**src/hdl/pcl_pkg.sv**
```systemverilog
// Package for the positional byte list: sizes, opcode and result codes,
// state encoding and the control word broadcast along the cell row.
// No dependencies.
`timescale 1ns / 1ps
`default_nettype none

package pcl_pkg;

  localparam int CAPACITY = 32;
  localparam int IDX_W    = $clog2(CAPACITY);
  localparam int CNT_W    = $clog2(CAPACITY + 1);
  localparam int CHAR_W   = 8;
  localparam int POS_W    = 8;

  typedef enum logic [1:0] {
    OP_ADD    = 2'd0,
    OP_DELETE = 2'd1,
    OP_GET    = 2'd2,
    OP_PRINT  = 2'd3
  } op_t;

  typedef enum logic [1:0] {
    KIND_ELEM    = 2'd0,
    KIND_INVALID = 2'd1,
    KIND_FULL    = 2'd2,
    KIND_END     = 2'd3
  } kind_t;

  typedef enum logic {
    ST_IDLE  = 1'b0,
    ST_PRINT = 1'b1
  } state_t;

  // Control word seen by every cell in the row.
  typedef struct packed {
    logic              ins;
    logic              del;
    logic [IDX_W-1:0]  idx;
    logic [CHAR_W-1:0] data;
  } cell_ctrl_t;

endpackage

`default_nettype wire

```
**src/hdl/positional_char_list.sv**
```systemverilog
// Top level of the positional byte list: row of shifting cells, list
// controller, read selector and output register.
// Depends on pcl_pkg and pcl_cell.
//
//   Channel  Handshake              Payload
//   -------  ---------------------  ------------------------------------
//   input    in_valid / in_stall    opcode, position, char_in
//   output   out_valid / out_stall  result_kind, char_out, last
//
// Add and delete complete in the cycle of the transaction: every cell moves
// in parallel with its neighbour, so the whole list row updates together.
// Get sends its byte straight into the output register.
// Print sends one byte per cycle through the read selector while the output
// is not stalled, then the end marker; the input is stalled during the print.
// Any stall on the output holds the current result and pauses the print.
// Reset (synchronous, active high) empties the list and the output register;
// the cell contents are not cleared, as entries beyond count are never read.
`timescale 1ns / 1ps
`default_nettype none

module positional_char_list
  import pcl_pkg::*;
(
  input  wire logic              clk,
  input  wire logic              rst,
  input  wire logic              in_valid,
  output logic                   in_stall,
  input  wire logic [1:0]        opcode,
  input  wire logic [POS_W-1:0]  position,
  input  wire logic [CHAR_W-1:0] char_in,
  output logic                   out_valid,
  input  wire logic              out_stall,
  output logic [1:0]             result_kind,
  output logic [CHAR_W-1:0]      char_out,
  output logic                   last
);

  state_t            state;
  state_t            state_next;
  logic [CNT_W-1:0]  count;
  logic [CNT_W-1:0]  prt_idx;
  cell_ctrl_t        ctrl;
  logic [CHAR_W-1:0] cell_q [CAPACITY];
  logic [CHAR_W-1:0] rd_data;
  logic [IDX_W-1:0]  rd_sel;
  logic [IDX_W-1:0]  idx_in;
  op_t               op;
  logic              accept;
  logic              out_free;
  logic              full;
  logic              add_ok;
  logic              rd_ok;
  logic              out_load;
  kind_t             kind_next;
  logic [CHAR_W-1:0] char_next;
  logic              last_next;
  logic [POS_W:0]    pos_ext;
  logic [POS_W:0]    cnt_ext;

  assign op       = op_t'(opcode);
  assign out_free = !out_valid || !out_stall;
  assign in_stall = (state != ST_IDLE) || !out_free;
  assign accept   = in_valid && !in_stall;

  // Position checks, done on widened values so count + 1 cannot wrap.
  assign pos_ext = {1'b0, position};
  assign cnt_ext = (POS_W + 1)'(count);
  assign full    = (count == CNT_W'(CAPACITY));
  assign add_ok  = !full && (position != '0) && (pos_ext <= cnt_ext + 1'b1);
  assign rd_ok   = (position != '0) && (pos_ext <= cnt_ext);
  assign idx_in  = IDX_W'(position - POS_W'(1));

  // Row of cells; the ends see zero from outside the row.
  for (genvar i = 0; i < CAPACITY; i++) begin : g_cell
    logic [CHAR_W-1:0] left_d;
    logic [CHAR_W-1:0] right_d;
    if (i == 0) begin : g_first
      assign left_d = '0;
    end else begin : g_inner_l
      assign left_d = cell_q[i-1];
    end
    if (i == CAPACITY - 1) begin : g_end
      assign right_d = '0;
    end else begin : g_inner_r
      assign right_d = cell_q[i+1];
    end
    pcl_cell u_cell (
      .clk      (clk),
      .ctrl     (ctrl),
      .cell_idx (IDX_W'(i)),
      .left_q   (left_d),
      .right_q  (right_d),
      .q        (cell_q[i])
    );
  end

  // Single read port across the row, shared by get and print.
  assign rd_sel  = (state == ST_PRINT) ? prt_idx[IDX_W-1:0] : idx_in;
  assign rd_data = cell_q[rd_sel];

  // Next state.
  always_comb begin
    state_next = state;
    unique case (state)
      ST_IDLE: begin
        if (accept && (op == OP_PRINT)) begin
          state_next = ST_PRINT;
        end
      end
      ST_PRINT: begin
        if (out_free && (prt_idx == count)) begin
          state_next = ST_IDLE;
        end
      end
      default: state_next = ST_IDLE;
    endcase
  end

  // Controller outputs: cell row control and the result to be registered.
  always_comb begin
    ctrl      = '{ins: 1'b0, del: 1'b0, idx: idx_in, data: char_in};
    out_load  = 1'b0;
    kind_next = KIND_ELEM;
    char_next = '0;
    last_next = 1'b1;
    unique case (state)
      ST_IDLE: begin
        if (accept) begin
          unique case (op)
            OP_ADD: begin
              if (full) begin
                out_load  = 1'b1;
                kind_next = KIND_FULL;
              end else if (!add_ok) begin
                out_load  = 1'b1;
                kind_next = KIND_INVALID;
              end else begin
                ctrl.ins = 1'b1;
              end
            end
            OP_DELETE: begin
              if (rd_ok) begin
                ctrl.del = 1'b1;
              end else begin
                out_load  = 1'b1;
                kind_next = KIND_INVALID;
              end
            end
            OP_GET: begin
              out_load = 1'b1;
              if (rd_ok) begin
                kind_next = KIND_ELEM;
                char_next = rd_data;
              end else begin
                kind_next = KIND_INVALID;
              end
            end
            OP_PRINT: begin
              out_load = 1'b0;
            end
            default: out_load = 1'b0;
          endcase
        end
      end
      ST_PRINT: begin
        if (out_free) begin
          out_load = 1'b1;
          if (prt_idx < count) begin
            kind_next = KIND_ELEM;
            char_next = rd_data;
            last_next = 1'b0;
          end else begin
            kind_next = KIND_END;
          end
        end
      end
      default: out_load = 1'b0;
    endcase
  end

  always_ff @(posedge clk) begin
    if (rst) begin
      state     <= ST_IDLE;
      count     <= '0;
      prt_idx   <= '0;
      out_valid <= 1'b0;
    end else begin
      state <= state_next;
      if (ctrl.ins) begin
        count <= count + 1'b1;
      end else if (ctrl.del) begin
        count <= count - 1'b1;
      end
      if (state == ST_IDLE) begin
        prt_idx <= '0;
      end else if (out_free && (prt_idx < count)) begin
        prt_idx <= prt_idx + 1'b1;
      end
      if (out_load) begin
        out_valid <= 1'b1;
      end else if (!out_stall) begin
        out_valid <= 1'b0;
      end
    end
  end

  // Result payload needs no reset.
  always_ff @(posedge clk) begin
    if (out_load) begin
      result_kind <= kind_next;
      char_out    <= char_next;
      last        <= last_next;
    end
  end

  // The list never grows past its capacity.
  a_count_bound: assert property (@(posedge clk) disable iff (rst)
    count <= CNT_W'(CAPACITY))
    else $error("list count above capacity");

  // A successful add grows the list by exactly one.
  a_add_grows: assert property (@(posedge clk) disable iff (rst)
    (accept && (op == OP_ADD) && add_ok) |=> (count == $past(count) + 1'b1))
    else $error("add did not grow the list");

  // A get or delete at a bad position reports an invalid position.
  a_bad_pos: assert property (@(posedge clk) disable iff (rst)
    (accept && ((op == OP_GET) || (op == OP_DELETE)) && !rd_ok)
      |=> (out_valid && (result_kind == KIND_INVALID) && last))
    else $error("bad position not reported");

  // Insert and delete are never driven together along the row.
  a_one_shift: assert property (@(posedge clk) disable iff (rst)
    !(ctrl.ins && ctrl.del))
    else $error("insert and delete at once");

endmodule

`default_nettype wire

```
**src/hdl/pcl_cell.sv**
```systemverilog
// One storage cell of the list row: holds a byte and takes its left or
// right neighbour's byte when an insert or delete passes over it.
// Depends on pcl_pkg.
`timescale 1ns / 1ps
`default_nettype none

module pcl_cell
  import pcl_pkg::*;
(
  input  wire logic              clk,
  input  wire cell_ctrl_t        ctrl,
  input  wire logic [IDX_W-1:0]  cell_idx,
  input  wire logic [CHAR_W-1:0] left_q,
  input  wire logic [CHAR_W-1:0] right_q,
  output logic      [CHAR_W-1:0] q
);

  // Insert moves cells above the slot up by one; delete pulls the cells
  // from the slot onwards down by one.
  always_ff @(posedge clk) begin
    if (ctrl.ins && (cell_idx > ctrl.idx)) begin
      q <= left_q;
    end else if (ctrl.ins && (cell_idx == ctrl.idx)) begin
      q <= ctrl.data;
    end else if (ctrl.del && (cell_idx >= ctrl.idx)) begin
      q <= right_q;
    end
  end

endmodule

`default_nettype wire

```
**config.mk**
```make
export PLATFORM = sky130hd
export DESIGN_NAME = positional_char_list
export DESIGN_NICKNAME = d
export VERILOG_FILES = /design/src/hdl/pcl_pkg.sv /design/src/hdl/positional_char_list.sv /design/src/hdl/pcl_cell.sv
export SDC_FILE = /design/constraint.sdc
export NUM_CORES = 1
export LEC_CHECK = 0
export ABC_AREA = 0
export CAP_MARGIN = 20
export CELL_PAD_IN_SITES_DETAIL_PLACEMENT = 0
export CELL_PAD_IN_SITES_GLOBAL_PLACEMENT = 1
export CORE_MARGIN = 8
export CORE_UTILIZATION = 50
export DETAILED_ROUTE_END_ITERATION = 16
export DONT_BUFFER_PORTS = 1
export PLACE_DENSITY = 0.85
export SLEW_MARGIN = 5
export SYNTH_ARGS = -nofsm -noshare
export SYNTH_HDL_FRONTEND = slang
export SYNTH_HIERARCHICAL = 1
export SYNTH_SLANG_ARGS = --single-unit
export TNS_END_PERCENT = 5
```
**constraint.sdc**
```tcl
create_clock -name clk -period 7.1 [get_ports clk]
set_input_delay 0.355 -clock clk [delete_from_list [all_inputs] [get_ports clk]]
set_output_delay 0.355 -clock clk [all_outputs]
set_load 0.02 [all_outputs]
```
==> results.txt <==
The flow ran to the end, and the final reports show no timing, DRC or antenna violations. The stage delay of the slowest cell on the critical path came out at 620 ps. The cell family contributing the most delay on the critical path is simple AND/OR/NAND/NOR gates. The final clock period utilization by the worst path is ~67%.

Setup repair after global routing left no endpoint under its margin. The clock sink count is between 200 and 300. The number of instances in the synthesized netlist is between 2000 and 2500. The CTS H-tree depth came out at 2. The reg-to-reg setup timing slack came out at approximately 2300 ps. The tightest min-delay check is of the input port to flop type. Ranked by total cell area, the synthesized netlist is headed by edfxtp_1, mux2_4, ha_1. The DRC violations left is 0. Of the synthesized area, sequential elements account for 31.7%. In the routed layout, each cell is associated on average with a via count of 6.24. Max-cap violations in this run came to 0. The latest clock arrival within the worst-skew pair came out at 540 ps.

The number of placement rows came out at 84. The total number of yosys warnings came out at 6. Counting stages on the worst path, the most repeated cell is inv_1. The die is 245 um tall.

Setup violations remaining at the end of the flow were counted as 0. Compared with the post-synthesis result, the final layout area differs by 8.30%. Counting I/O delays and the setup requirement, the final critical path takes 4770 ps.

The final number of hold-violating endpoints is 0. The floorplan step defined a die boundary enclosing 0.0599 mm2. The wire length of the first global-routing pass is about 120000 um. The headroom to the max-slew limit came out at between 20% and 30%. The worst setup slack after layout came out at 2330 ps. The synthesized cell area came out at ~0.026 mm2. In this run the power density over the cells is approximately 160 mW/mm2. The count of nets left with antenna violations after detail routing came out at 0. The net count of the finished layout came out at approximately 2800.

The share of final-layout standard cells stronger than drive strength 1 is between 20% and 30%. The number of optimization iterations in the first detailed-route pass came out at 7. The slowest library cell on the worst path is or3_1.

After clock tree synthesis, the setup repair step added 0 buffers. No sink is reached through more buffers than the 3 on the longest clock path. The total CTS buffers is 34. The starting utilization of the core area is between 50% and 60%. The startpoint identified for the worst register-to-register timing path is count[2]. Across the VDD grid, the largest voltage drop is 0.132 mV. The utilization of the core after routing is around 54%. The worst hold path terminates at count[5]. The static leakage came out at 12.4 nW. Among all cell types in the netlist, the one instantiated most often is mux2_4. The root cell of the clock tree is clkbuf_16. After global routing the overflow that remains totals 0.

The placeable core area came out at roughly 0.052 mm2. The worst-margin pin slew came out at approximately 1100 ps. Counting cells, the worst reg-to-reg path comes to 15. In this run the critical register-to-register path is captured at g_cell[29].u_cell/q[6]. The final max-slew violation count is 0. For this run, the leading register cell type out of synthesis is edfxtp_1. The number of global-route vias before repair is between 20000 and 25000.

The data arrival time of the worst path came out at slightly above 5000 ps. The buffering stage count on the worst path with inverters included is 4. Once detailed placement completed, the half-perimeter wirelength came to slightly above 50000 um.

The CTS tree is yes. The critical path start-end classification is flop to flop. The number of antenna violations at the first check in global routing is 2. The type of origin of the critical path is a flop. The fraction of registers with async set/reset came out at 0%. The average instance in the mapped netlist occupies 10.8 um2.

The weighted congestion at the end of routability-driven global placement came out at around 0.87. Clock-pin slew was measured on the worst setup and hold paths at roughly 60 ps. The clock tree skew after final layout is between 10 and 15 ps. The sum of negative setup slack is 0 ps. The fmax came out at about 210 MHz.

The overall power consumption came out at approximately 4.5 mW. The pin count of the biggest net entering global routing came out at roughly 130. The top cell type by total area after synthesis is edfxtp_1. The number of ports placed on the die boundary is 35. By count the netlist is led by mux2_4, edfxtp_1, inv_1. Walking the worst path, the cells encountered are inv_1 -> nor3_1 -> nand3_1 -> xnor2_1 -> ha_1 -> a21o_1 -> a211o_1 -> o22ai_1 -> nand2_1 -> clkinv_2 -> buf_12 -> inv_1 -> or3_1 -> mux2_4 -> mux2_2. The placement-stage worst setup slack came out at 2500 ps. The portion of synthesized cell area occupied by the leading cell type is a little under a third. Global routing used 24.1% of the available tracks. The total wire length after detailed routing is roughly 75000 um. The number of synthesized flops with an enable pin came out at ~270. The initial detailed-routing violation count is roughly 2100. The number of synthesized register bits is 281. The average wire per standard cell came out at 23.1 um.

The number of buffer cells added on primary ports is 0. The maximum net fanout on the critical path is 97. The diode insertion count for antenna repair is 0. The kind of capture point of the worst setup path is a flop. The required time of the critical path came out at 7380 ps. The instance count along the most critical hold path is 2. The post-synthesis cell type count is between 60 and 70. The die boundary width came out at 245 um. The worst hold path begins at rst. Across all layers, the routed design uses 20300 vias.
-- kinds of logic after synthesis --
group           after synthesis  synth area share, %
flops                       281                 31.7
fa+ha+maj                   195                 9.36
other cells                   2               0.0287
xor+xnor                     16                0.536
simple gates                420                 8.16
mux                         548                 28.1
compound gates              591                 15.4
buf+inv                     370                 6.67
-- registers in the layout (all words and copies together) (netlist names) --
register	count
char_out	8
out_valid	1
state	1
prt_idx	6
g_cell.u_cell/q	256
result_kind	2
count	6
last	1
-- repair_timing --
action,4_1_cts,5_1_grt
hold buffers,2,0
resized for setup,0,0
endpoints found under the hold margin,7,0
-- final cells by class --
class                           count  area [um2]
Clock inverter                     21         263
Tap cell                          688         861
Multi-Input combinational cell   1946       16800
Timing Repair Buffer               28         253
Sequential cell                   281        8300
Clock buffer                       39         891
Fill cell                        4418       23800
Inverter                          244         918
-- per-layer routing --
layer / vias to the layer above / routed length, um / GRT usage (%)
met1: 9964 / 30900 / 30.8
met2: 930 / 35900 / 40.9
met5: - / 13 / 0
met3: 170 / 5960 / 3.93
met4: 2 / 2390 / 8.85
li1: 9188 / - / -
-- how the worst max path moves through the flow --
| stage | startpoint | to | slack [ps] | cells after the start |
|---|---|---|---|---|
| floorplan | position[0] | g_cell[7].u_cell/q[0] | 980 | 16 |
| global placement | count[2] | g_cell[9].u_cell/q[2] | 2590 | 15 |
| detailed placement | count[2] | g_cell[9].u_cell/q[7] | 2500 | 15 |
| CTS | count[2] | g_cell[9].u_cell/q[7] | 2460 | 15 |
| global route | count[2] | g_cell[29].u_cell/q[6] | 2090 | 15 |
| finish | count[2] | g_cell[29].u_cell/q[6] | 2330 | 15 |
-- layout by cell type (no fill, tap or decap), types with 33 or more instances in the layout --
cell	synthesis	layout
edfxtp_1	267	267
nand2_1	71	71
o21ai_0	162	160
clkbuf_16	0	35
mux2_2	212	212
inv_1	238	234
nor2_1	186	186
a21oi_1	146	146
or3_1	33	33
nor3_1	40	39
mux2_4	309	309
conb_1	2	176
ha_1	194	193
o211ai_1	80	80
o31ai_1	41	41
-- metrics by stage --
stage	hold slack [ps]	area [um2]	cells
floorplan	483	26800	2597
global placement	419	27100	3184
detailed placement	419	27200	3185
CTS	37.8	28300	3247
global route	66.8	28300	3247
finish	53.4	28300	3247
-- report_power, final --
part | internal (mW) | switching, mW | leakage, nW | total [mW]
sequential | 1.82 | 0.0311 | 2.52 | 1.85
combinational | 0.309 | 0.522 | 9.36 | 0.831
clock | 1.12 | 0.747 | 0.555 | 1.87
total | 3.25 | 1.30 | 12.4 | 4.55
No activity file was read; power rests on OpenSTA's default activity.
